$ cat config.mk
export PLATFORM = sky130hd
export DESIGN_NAME = binary_output_priority_array
export DESIGN_NICKNAME = d
export VERILOG_FILES = /design/src/sv/bopa_pkg.sv /design/src/sv/binary_output_priority_array.sv
export SDC_FILE = /design/constraint.sdc
export NUM_CORES = 1
export LEC_CHECK = 0
export BUFFER_PORTS_ARGS = -buffer_cell sky130_fd_sc_hd__buf_2
export CORE_MARGIN = 2
export CORE_UTILIZATION = 45
export DETAILED_ROUTE_END_ITERATION = 7
export GPL_TIMING_DRIVEN = 1
export PLACE_DENSITY = 0.61
export SETUP_SLACK_MARGIN = 0.15
export SYNTH_ARGS = -nofsm -noshare
export SYNTH_HDL_FRONTEND = slang
export SYNTH_SLANG_ARGS = --single-unit
$ cat constraint.sdc
create_clock -name aclk -period 7.6 [get_ports aclk]
set_clock_uncertainty 0.2 [all_clocks]
set_input_delay 1.14 -clock aclk [delete_from_list [all_inputs] [get_ports aclk]]
set_output_delay 1.14 -clock aclk [all_outputs]
set_load 0.1 [all_outputs]
$ cat src/sv/bopa_pkg.sv
// ----------------------------------------------------------------------------
// bopa_pkg
// Shared types and codes for the binary output priority array.
// ----------------------------------------------------------------------------
package bopa_pkg;

    localparam int DEFAULT_NUM_PRIORITIES = 16;

    // configuration port
    localparam int CFG_INDEX_W = 8;
    localparam int CFG_DATA_W  = 8;
    localparam logic [CFG_INDEX_W-1:0] REG_RELINQUISH_DEFAULT = 8'd0;
    localparam logic [CFG_INDEX_W-1:0] REG_RELIABILITY        = 8'd1;

    // command codes
    localparam logic [2:0] OP_WRITE      = 3'd0;
    localparam logic [2:0] OP_RELINQUISH = 3'd1;
    localparam logic [2:0] OP_SERVICE    = 3'd2;
    localparam logic [2:0] OP_CLEAR      = 3'd3;
    localparam logic [2:0] OP_QUERY      = 3'd4;

    // error codes
    localparam logic [1:0] ERR_NONE   = 2'd0;
    localparam logic [1:0] ERR_DENIED = 2'd1;
    localparam logic [1:0] ERR_RANGE  = 2'd2;

    // priority level that is never commandable
    localparam logic [7:0] RESERVED_PRIORITY = 8'd6;

    typedef struct packed {
        logic       ok;
        logic [1:0] error_kind;
        logic       cur_value;
        logic       prior_value;
        logic [4:0] command_priority;
        logic       change_flag;
        logic       oos_flag;
        logic       fault;
        logic       notify;
    } result_t;

endpackage

$ cat src/sv/binary_output_priority_array.sv
// ----------------------------------------------------------------------------
// binary_output_priority_array
// Commandable two-state output with a priority array, relinquish default,
// out-of-service control and a change-of-value flag.
// ----------------------------------------------------------------------------
//
//  channel   direction  handshake           payload
//  s_        in         s_valid / s_ready   op, value, priority_req, service_flag
//  m_        out        m_valid / m_ready   ok .. notify, one beat per command
//  cfg_      in         cfg_valid/cfg_ready cfg_index, cfg_data
//
// one command beat per cycle while s_ready is high; its result is registered and
// appears in the next cycle unless an earlier result is still held at the output.
// the priority encode over the active mask and the mask update sit between
// the state registers and the result register, so nothing iterates.
// a two-entry output stage (result register plus skid) keeps s_ready high
// while one result waits; s_ready drops only when both entries are full.
// reset clears all masks, flags, config registers and valid bits; cfg_ready is always high.
// ----------------------------------------------------------------------------
module binary_output_priority_array #(
    parameter int NUM_PRIORITIES = bopa_pkg::DEFAULT_NUM_PRIORITIES
) (
    input  logic                             aclk,
    input  logic                             aresetn,

    input  logic                             s_valid,
    output logic                             s_ready,
    input  logic [2:0]                       s_op,
    input  logic [7:0]                       s_value,
    input  logic [7:0]                       s_priority_req,
    input  logic                             s_service_flag,

    output logic                             m_valid,
    input  logic                             m_ready,
    output logic                             m_ok,
    output logic [1:0]                       m_error_kind,
    output logic                             m_cur_value,
    output logic                             m_prior_value,
    output logic [4:0]                       m_command_priority,
    output logic                             m_change_flag,
    output logic                             m_oos_flag,
    output logic                             m_fault,
    output logic                             m_notify,

    input  logic                             cfg_valid,
    output logic                             cfg_ready,
    input  logic [bopa_pkg::CFG_INDEX_W-1:0] cfg_index,
    input  logic [bopa_pkg::CFG_DATA_W-1:0]  cfg_data
);
    import bopa_pkg::*;

    localparam int IDX_W = $clog2(NUM_PRIORITIES);
    localparam int PRI_W = $clog2(NUM_PRIORITIES + 1);
    localparam logic [7:0] MAX_PRIORITY = 8'(NUM_PRIORITIES);

    // 1-based lowest active level, 0 if none
    function automatic logic [PRI_W-1:0] lowest_active(input logic [NUM_PRIORITIES-1:0] act);
        logic [PRI_W-1:0] pr;
        pr = '0;
        for (int i = NUM_PRIORITIES - 1; i >= 0; i--) begin
            if (act[i]) begin
                pr = PRI_W'(i + 1);
            end
        end
        return pr;
    endfunction

    function automatic logic present_of(input logic [PRI_W-1:0] pr,
                                        input logic [NUM_PRIORITIES-1:0] vals,
                                        input logic dflt);
        logic [PRI_W-1:0] pm1;
        pm1 = pr - PRI_W'(1);
        if (pr == '0) begin
            return dflt;
        end
        return vals[pm1[IDX_W-1:0]];
    endfunction

    logic [NUM_PRIORITIES-1:0] active_reg, active_next;
    logic [NUM_PRIORITIES-1:0] vmask_reg, vmask_next;
    logic                      oos_reg, oos_next;
    logic                      changed_reg, changed_next;
    logic                      relinquish_default_reg;
    logic [7:0]                reliability_reg;

    result_t                   out_reg, skid_reg, res;
    logic                      out_valid_reg, skid_valid_reg;

    logic                      s_fire;
    logic                      out_free;
    logic [PRI_W-1:0]          pr_before, pr_after;
    logic                      before_val, after_val;
    logic                      in_range, denied;
    logic [7:0]                prio_m1;
    logic [NUM_PRIORITIES-1:0] level_bit;

    assign s_ready   = !skid_valid_reg;
    assign cfg_ready = 1'b1;
    assign s_fire    = s_valid && s_ready;
    assign out_free  = !out_valid_reg || m_ready;

    assign prio_m1   = s_priority_req - 8'd1;
    assign level_bit = {{(NUM_PRIORITIES-1){1'b0}}, 1'b1} << prio_m1[IDX_W-1:0];

    always_comb begin
        pr_before    = lowest_active(active_reg);
        before_val   = present_of(pr_before, vmask_reg, relinquish_default_reg);
        active_next  = active_reg;
        vmask_next   = vmask_reg;
        oos_next     = oos_reg;
        changed_next = changed_reg;
        res          = '0;
        in_range     = (s_priority_req >= 8'd1) && (s_priority_req <= MAX_PRIORITY)
                       && !((s_op == OP_WRITE) && (s_value > 8'd1));
        denied       = (s_priority_req == RESERVED_PRIORITY);

        unique case (s_op)
            OP_WRITE, OP_RELINQUISH: begin
                if (!in_range) begin
                    res.error_kind = ERR_RANGE;
                end else if (denied) begin
                    res.error_kind = ERR_DENIED;
                end else begin
                    if (s_op == OP_WRITE) begin
                        active_next = active_reg | level_bit;
                        vmask_next  = s_value[0] ? (vmask_reg | level_bit)
                                                 : (vmask_reg & ~level_bit);
                    end else begin
                        active_next = active_reg & ~level_bit;
                        vmask_next  = vmask_reg & ~level_bit;
                    end
                    res.ok     = 1'b1;
                    res.notify = !oos_reg;
                end
            end
            OP_SERVICE: begin
                if (oos_reg != s_service_flag) begin
                    oos_next     = s_service_flag;
                    changed_next = 1'b1;
                end
                res.ok = 1'b1;
            end
            OP_CLEAR: begin
                changed_next = 1'b0;
                res.ok       = 1'b1;
            end
            OP_QUERY: begin
                res.ok = 1'b1;
            end
            default: begin
            end
        endcase

        pr_after  = lowest_active(active_next);
        after_val = present_of(pr_after, vmask_next, relinquish_default_reg);
        // masks only move on an accepted write or relinquish
        if (after_val != before_val) begin
            changed_next = 1'b1;
        end

        res.cur_value        = after_val;
        res.prior_value      = before_val;
        res.command_priority = 5'(pr_after);
        res.change_flag      = changed_next;
        res.oos_flag         = oos_next;
        res.fault            = (reliability_reg != 8'd0);
    end

    // state and configuration
    always_ff @(posedge aclk) begin
        if (!aresetn) begin
            active_reg             <= '0;
            vmask_reg              <= '0;
            oos_reg                <= 1'b0;
            changed_reg            <= 1'b0;
            relinquish_default_reg <= 1'b0;
            reliability_reg        <= 8'd0;
        end else begin
            if (s_fire) begin
                active_reg  <= active_next;
                vmask_reg   <= vmask_next;
                oos_reg     <= oos_next;
                changed_reg <= changed_next;
            end
            if (cfg_valid && cfg_ready) begin
                if (cfg_index == REG_RELINQUISH_DEFAULT) begin
                    relinquish_default_reg <= cfg_data[0];
                end else if (cfg_index == REG_RELIABILITY) begin
                    reliability_reg <= cfg_data;
                end
            end
        end
    end

    // output register and skid entry
    always_ff @(posedge aclk) begin
        if (!aresetn) begin
            out_valid_reg  <= 1'b0;
            skid_valid_reg <= 1'b0;
        end else begin
            if (out_free) begin
                if (skid_valid_reg) begin
                    out_valid_reg  <= 1'b1;
                    skid_valid_reg <= 1'b0;
                end else begin
                    out_valid_reg <= s_fire;
                end
            end else if (s_fire) begin
                skid_valid_reg <= 1'b1;
            end
        end
    end

    always_ff @(posedge aclk) begin
        if (out_free) begin
            out_reg <= skid_valid_reg ? skid_reg : res;
        end else if (s_fire) begin
            skid_reg <= res;
        end
    end

    assign m_valid            = out_valid_reg;
    assign m_ok               = out_reg.ok;
    assign m_error_kind       = out_reg.error_kind;
    assign m_cur_value        = out_reg.cur_value;
    assign m_prior_value      = out_reg.prior_value;
    assign m_command_priority = out_reg.command_priority;
    assign m_change_flag      = out_reg.change_flag;
    assign m_oos_flag         = out_reg.oos_flag;
    assign m_fault            = out_reg.fault;
    assign m_notify           = out_reg.notify;

    // skid entry is only ever filled behind a held result
    a_skid_behind_out: assert property (@(posedge aclk) disable iff (!aresetn)
        skid_valid_reg |-> out_valid_reg)
        else $error("skid entry valid without a held result");

    a_accept_shows: assert property (@(posedge aclk) disable iff (!aresetn)
        (s_valid && s_ready && !m_valid) |=> m_valid)
        else $error("accepted beat did not reach the output");

    a_ok_no_error: assert property (@(posedge aclk) disable iff (!aresetn)
        (m_valid && m_ok) |-> (m_error_kind == ERR_NONE))
        else $error("accepted command reports an error");

    a_notify_in_service: assert property (@(posedge aclk) disable iff (!aresetn)
        (m_valid && m_notify) |-> (m_ok && !m_oos_flag))
        else $error("notify on refused command or while out of service");

endmodule

# --- After elaboration in Yosys (flattened, before gate mapping) ---
# Cells that the tools add are included.
totals:
  out_inout_bits: 17
  reg_bits: 73
classes:
  n_addsub: 3
  n_eq_ne: 8
  n_reduce_logical: 20
  bitwise: 8
  order_cmp: 5
  shifts: 1
  mux: 67
ops:
  columns: ["cell", "count"]
  rows:
  - ["$mux W5", 32]
  - ["$mux W16", 9]
  - ["$and A16 B16 Y16", 2]
  - ["$or A16 B16 Y16", 2]
  - ["$mux W1", 19]
  - ["$not A16 Y16", 1]
  - ["$shl A1 B4 Y16 const A", 1]
  - ["$mux W14", 1]
  - ["$sub A4 B1 Y4 const B", 3]
  - ["$logic_not A5 Y1", 2]
  - ["$lt A4 B5 Y1 const B", 2]
  - ["$bmux W1 S4", 2]
  - ["$eq A8 B1 Y1 const B", 1]
  - ["$eq A8 B3 Y1 const B", 1]
  - ["$ge A8 B1 Y1 const B", 1]
  - ["$gt A8 B1 Y1 const B", 1]
  - ["$le A8 B5 Y1 const B", 1]
  - ["$logic_not A8 Y1", 1]
  - ["$reduce_bool A8 Y1", 1]
  - ["$eq A3 B2 Y1 const B", 2]
  - ["$logic_and A1 B1 Y1", 4]
  - ["$logic_not A1 Y1", 4]
  - ["$mux W2", 2]
  - ["$pmux W1 S2", 2]
  - ["other kinds (10)", 15]

# --- Logic depth before layout (Yosys ltp) ---
logic_depth:
  ltp_word: 31
  ltp_mapped: 17
  depth_no_buf: 15

# --- Worst setup path after synthesis ---
# OpenSTA, ideal clock, no wires.
synth_path:
  kind: "in2reg"
  startpoint: "input port s_priority_req[1]"
  endpoint: "register out_reg (netlist bit m_change_flag) (data pin)"
  arrival_time_ns: 4.880
  setup_ns: 0.266
  cell_stages: 17
  t_required_ns: 7.134
  path_slack_ns: 2.255
  path_cell_list: "or4_4 > buf_6 > mux2i_4 > nor4_4 > mux2i_1 > a21o_1 > a221oi_2 > or2_1 > buf_6 > inv_4 > ha_1 > xnor2_4 > mux2_4 > o22a_1 > a41oi_2 > a21bo_1 > a32oi_1"
synth_between:
  elab_chain_len: 30
  elab_cells_between_ends: 46
  classes_between: "add/sub (2); order compare (2); eq/ne (2); shift (1); mux (31); bitwise (5); reduce/logical (3)"
synth_lines:
  columns: ["element", "line", "rtl"]
  rows:
  - ["start: declaration", "binary_output_priority_array.sv:30", "input logic [7:0] s_priority_req,"]
  - ["$sub A4 B1 Y4", "binary_output_priority_array.sv:102", "assign prio_m1 = s_priority_req - 8'd1;"]
  - ["$shl A1 B4 Y16", "binary_output_priority_array.sv:103", "assign level_bit = {{(NUM_PRIORITIES-1){1'b0}}, 1'b1} << prio_m1[IDX_W-1:0];"]
  - ["$not A16 Y16", "binary_output_priority_array.sv:129", "active_next = active_reg & ~level_bit;"]
  - ["$and A16 B16 Y16", "binary_output_priority_array.sv:129", null]
  - ["$mux W16", "binary_output_priority_array.sv:124", "if (s_op == OP_WRITE) begin"]
  - ["$mux W16", "binary_output_priority_array.sv:121", "end else if (denied) begin"]
  - ["$mux W16 (*)", "binary_output_priority_array.sv:119", "if (!in_range) begin"]
  - ["$mux W16 (*)", "binary_output_priority_array.sv:117", "unique case (s_op)"]
  - ["[15 not listed]", null, null]
  - ["named net pr_after[0]", "binary_output_priority_array.sv:91", "logic [PRI_W-1:0] pr_before, pr_after;"]
  - ["$sub A4 B1 Y4", "binary_output_priority_array.sv:72", "pm1 = pr - PRI_W'(1);"]
  - ["$bmux W1 S4", "binary_output_priority_array.sv:76", "return vals[pm1[IDX_W-1:0]];"]
  - ["$mux W1 (implied by the code)", "binary_output_priority_array.sv:76", null]
  - ["$mux W1 (*)", "binary_output_priority_array.sv:76", null]
  - ["$ne A1 B1 Y1 (*)", "binary_output_priority_array.sv:157", "if (after_val != before_val) begin"]
  - ["$mux W1 (*)", "binary_output_priority_array.sv:157", null]
  - ["$mux W14 (*)", "binary_output_priority_array.sv:216", "out_reg <= skid_valid_reg ? skid_reg : res;"]
  - ["end signal: assignment", "binary_output_priority_array.sv:216", null]
  - ["end: declaration", "binary_output_priority_array.sv:86", "result_t out_reg, skid_reg, res;"]
# Mark *: on every way through the listed nets, which the timed path passes. The rest lies on a longest branch. The select of a mux whose other input is x is not followed.
# A chain may end at the register's enable or synchronous reset.

# --- Worst setup path in the final report ---
layout_path:
  startpoint: "input port s_value[4]"
  endpoint: "register out_reg (netlist bit m_change_flag) (data pin)"
layout_between:
  elab_chain_len: 28
  elab_cells_between_ends: 33
  classes_between: "add/sub (1); order compare (1); eq/ne (1); mux (26); reduce/logical (4)"
layout_lines:
  columns: ["element", "line", "rtl"]
  rows:
  - ["start: declaration", "binary_output_priority_array.sv:29", "input logic [7:0] s_value,"]
  - ["$gt A8 B1 Y1 (*)", "binary_output_priority_array.sv:114", "&& !((s_op == OP_WRITE) && (s_value > 8'd1));"]
  - ["$logic_and A1 B1 Y1 (*)", "binary_output_priority_array.sv:114", null]
  - ["$logic_not A1 Y1 (*)", "binary_output_priority_array.sv:114", null]
  - ["$logic_and A1 B1 Y1 (*)", "binary_output_priority_array.sv:114", null]
  - ["$mux W16", "binary_output_priority_array.sv:119", null]
  - ["$mux W16", "binary_output_priority_array.sv:117", null]
  - ["$mux W5 (15 in a row)", "binary_output_priority_array.sv:61", "if (act[i]) begin"]
  - ["$sub A4 B1 Y4 / $mux W5 (equally long branches)", "binary_output_priority_array.sv:72, binary_output_priority_array.sv:61", null]
  - ["$bmux W1 S4 / $logic_not A5 Y1 (equally long branches)", "binary_output_priority_array.sv:76, binary_output_priority_array.sv:73", null]
  - ["$mux W1, on equally long branches", "binary_output_priority_array.sv:76, binary_output_priority_array.sv:73", null]
  - ["$mux W1 (*)", "binary_output_priority_array.sv:76", null]
  - ["$ne A1 B1 Y1 (*)", "binary_output_priority_array.sv:157", null]
  - ["$mux W1 (*)", "binary_output_priority_array.sv:157", null]
  - ["$mux W14 (*)", "binary_output_priority_array.sv:216", null]
# Every way passes the cells marked *; elsewhere a longest branch is shown, timed or not. The select of a mux whose other input is x is not followed.

==> PnR_summary.wiki <==
{| class="wikitable"
! Metric !! Value
|-
| Share of power burned in registers || 0.482
|-
| Number of hold violations in the final report || 0
|-
| Cts repair resizes || 0
|-
| Fraction of layout cells with a size suffix above 1 || 0.208
|-
| RSZ-0062 raised after global routing || false
|-
| Overall die area || 0.0115 mm^2
|-
| Remaining global-route overflow || 0
|-
| Sequential area share after synthesis || 0.362
|-
| Cells after synthesis || 535
|-
| Most repeated cell in the gate-level netlist after synthesis || sky130_fd_sc_hd__nand2_1
|-
| Worst-case headroom to the max-slew limit || 0.340
|-
| Count of distinct cell types in the synthesized netlist || 82
|-
| Number of max-capacitance violations reported || 0
|-
| Mean routed wirelength per cell || 19.0 um
|-
| Number of sinks driven by the clock tree || 73
|-
| Routability-driven placement congestion ratio || 0.988
|-
| Post-synth top area share || 0.187
|-
| Net load switching power || 0.291 mW
|-
| Startpoint kind of the worst setup timing path || primary input
|-
| Clock slew seen by the registers of the worst setup and hold paths || 0.09 ns
|-
| Start-to-end type of the worst setup path || in -> reg
|-
| Number of nets in the synthesized netlist || 579
|-
| Top cell types by occurrence after synthesis || sky130_fd_sc_hd__nand2_1, sky130_fd_sc_hd__dfxtp_1, sky130_fd_sc_hd__nor2_1, sky130_fd_sc_hd__mux2i_1, sky130_fd_sc_hd__edfxtp_1
|-
| Die Span Y || 107 um
|-
| Buffers from clock root to sink, at most || 2
|-
| Source-to-sink clock delay at the later pin of the worst-skew pair || 0.37 ns
|-
| Path type of the worst min-delay path || reg -> reg
|-
| Tightest Pin Transition || 0.988 ns
|-
| Minimum clock period || 5.80 ns
|-
| Period Utilization, post-route || 0.764
|-
| Largest net degree at the start of global routing || 46
|-
| Outcome || complete, no violations
|-
| Clock tree from TritonCTS || yes
|-
| Top post-synthesis cells by area || sky130_fd_sc_hd__dfxtp_1, sky130_fd_sc_hd__edfxtp_1, sky130_fd_sc_hd__mux2i_1, sky130_fd_sc_hd__nand2_1, sky130_fd_sc_hd__nor2_1
|-
| Global-route usage over all layers || 0.251
|-
| Kind of end point of the critical path || register
|-
| Routed vias/inst || 5.87
|-
| Number of antenna violations at the first check in global routing || 0
|-
| Sw Share || 0.333
|-
| Total core area || 0.0104 mm^2
|-
| Max H-tree Level || 3
|-
| Number of ports placed on the die boundary || 58
|-
| First drt pass iteration count || 5
|-
| Via total after detailed routing || 4236
|-
| P per Cell Area || 163 mW/mm^2
|-
| Final total negative setup slack || 0 ns
|-
| Highest clock frequency the design can meet || 0.172 GHz
|-
| Floorplan row count || 37
|-
| Number of buffers created by CTS || 9
|-
| Fraction of registers with async set/reset || 0
|-
| Initial DRC count || 383
|-
| Total inserted antenna cells || 0
|-
| # setup viols final || 0
|-
| Effective utilization at floorplan || 0.464
|-
| Logic pwr share || 0.177
|-
| Power Total || 0.872 mW
|-
| Clock power share || 0.341
|-
| Buffer cell driving the clock tree root || sky130_fd_sc_hd__clkbuf_8
|-
| PortBufs || 56
|-
| Leakage || 2.05 nW
|-
| IR drop worst, VDD || 0.0961 mV
|-
| Hold buffers post-CTS || 0
|-
| Vias in the first global route || 4061
|-
| Number of nets still failing antenna checks after routing || 0
|-
| First-pass GRT wire length || 22.1 mm
|-
| Synthesis warning total || 0
|-
| Largest fanout on the critical path || 15
|-
| Fillcell total || 1026
|-
| Count of pins over their slew limit || 0
|-
| Number of synthesized flops with an enable pin || 28
|-
| Internal Dissipation || 0.582 mW
|-
| Required time reported for the critical path endpoint || 7.51 ns
|-
| Horizontal die dimension || 107 um
|-
| Netlist area before placement || 0.00481 mm^2
|-
| Sum of net half-perimeters after detailed placement || 10.2 mm
|-
| Detailed-route wire length || 13.7 mm
|-
| Worst path arrival time || 5.72 ns
|-
| Post-route DRC || 0
|-
| Flops & latches, synth || 73
|-
| Primary FF master, synth || sky130_fd_sc_hd__dfxtp_1
|-
| Number of nets in the layout || 625
|-
| Area growth syn-to-layout || 11.4%
|-
| Buffers inserted during post-CTS setup optimization || 0
|-
| Cell taking the most area after synthesis || sky130_fd_sc_hd__dfxtp_1
|-
| Mean post-synth cell area || 8.99 um^2
|}
==> worst max-delay path, cell delays in order <==
cell and delay [ns]:
sky130_fd_sc_hd__buf_2 0.11, sky130_fd_sc_hd__nor4_4 0.34, sky130_fd_sc_hd__a21oi_2 0.27, sky130_fd_sc_hd__nor4_1 0.89, sky130_fd_sc_hd__nor2b_1 0.12, sky130_fd_sc_hd__a211o_1 0.33, sky130_fd_sc_hd__a221oi_2 0.33, sky130_fd_sc_hd__or2_1 0.33
sky130_fd_sc_hd__inv_4 0.08, sky130_fd_sc_hd__ha_1 0.25, sky130_fd_sc_hd__xnor2_4 0.36, sky130_fd_sc_hd__mux2_4 0.34, sky130_fd_sc_hd__o22a_1 0.23, sky130_fd_sc_hd__a41oi_2 0.31, sky130_fd_sc_hd__a21bo_1 0.18, sky130_fd_sc_hd__a32oi_1 0.09
==> cells in the final DEF, fill, tap and decap left out, types with 5 or more instances in the layout <==
cell | Yosys | routed
sky130_fd_sc_hd__nand2_1 | 74 | 74
sky130_fd_sc_hd__buf_2 | 3 | 56
sky130_fd_sc_hd__dfxtp_1 | 45 | 45
sky130_fd_sc_hd__nor2_1 | 38 | 38
sky130_fd_sc_hd__mux2i_1 | 33 | 33
sky130_fd_sc_hd__edfxtp_1 | 28 | 28
sky130_fd_sc_hd__inv_1 | 25 | 25
sky130_fd_sc_hd__o21ai_0 | 23 | 23
sky130_fd_sc_hd__nor2b_1 | 18 | 18
sky130_fd_sc_hd__a21oi_1 | 17 | 17
sky130_fd_sc_hd__nand3_1 | 17 | 17
sky130_fd_sc_hd__a21boi_0 | 17 | 17
sky130_fd_sc_hd__nor3_1 | 15 | 15
sky130_fd_sc_hd__nor4_1 | 13 | 13
sky130_fd_sc_hd__mux2_2 | 12 | 12
sky130_fd_sc_hd__and2_1 | 11 | 11
sky130_fd_sc_hd__nand2b_1 | 10 | 10
sky130_fd_sc_hd__clkbuf_8 | 0 | 9
sky130_fd_sc_hd__nand4_1 | 7 | 7
sky130_fd_sc_hd__and3_1 | 6 | 6
sky130_fd_sc_hd__mux4_2 | 5 | 5
==> power by group through the flow <==
stage	logic (mW)	clock network (mW)	registers, mW
finish	0.154	0.297	0.421
CTS	0.154	0.305	0.421
global placement	0.153	0	0.430
global route	0.164	0.322	0.422
detailed placement	0.154	0	0.430
floorplan	0.0678	0	0.478
==> area by class of cell <==
class                   count  area, um^2  share of cell area
flip-flops and latches     73        1740               0.325
repair buffers             60         310              0.0579
well taps                 136         170              0.0318
clock inverters             7        61.3              0.0114
clock buffers               9         124              0.0231
inverters                  26         100              0.0187
multi-input cells         411        2850               0.532
==> metrics by stage <==
step | instance area, um^2 | setup WS [ns] | utilization | hold WS [ns] | std cells
after floorplan | 4810 | 2.25 | - | 0.241 | 535
after global placement | 5170 | 1.59 | 0.499 | 0.254 | 706
after detailed placement | 5170 | 1.49 | 0.499 | 0.260 | 706
after CTS | 5360 | 1.87 | 0.517 | 0.271 | 722
after global routing | 5360 | 1.51 | 0.517 | 0.297 | 722
final | 5360 | 1.80 | 0.517 | 0.270 | 722
==> cells by family after synthesis <==
family,after synthesis,share of synthesized area
AND/OR/NAND/NOR,243,0.276
AO/OA/AOI/OAI,106,0.162
flip-flops,73,0.362
multiplexers,54,0.134
buffers and inverters,51,0.0450
XOR/XNOR,4,0.0112
adder cells (fa/ha/maj),3,0.00781
other,1,0.000780
==> layer usage <==
layer / GRT usage / part of all wire
met5: 0 / 0
met3: 0.0521 / 0.061
met1: 0.353 / 0.46
met2: 0.377 / 0.45
met4: 0.0952 / 0.027
==> path summary, 6_finish.rpt <==
check | from | cells past startpoint | slack, ns | end
worst max-delay path | s_value[4] | 16 | 1.80 | m_change_flag$_DFFE_PN_
worst min-delay path | vmask_reg[6]$_SDFFE_PN0P_ | 2 | 0.27 | vmask_reg[6]$_SDFFE_PN0P_
worst max register to register | active_reg[14]$_SDFFE_PN0P_ | 13 | 2.96 | m_change_flag$_DFFE_PN_
worst min register to register | vmask_reg[6]$_SDFFE_PN0P_ | 2 | 0.27 | vmask_reg[6]$_SDFFE_PN0P_
(Power assumes the default switching activity.)
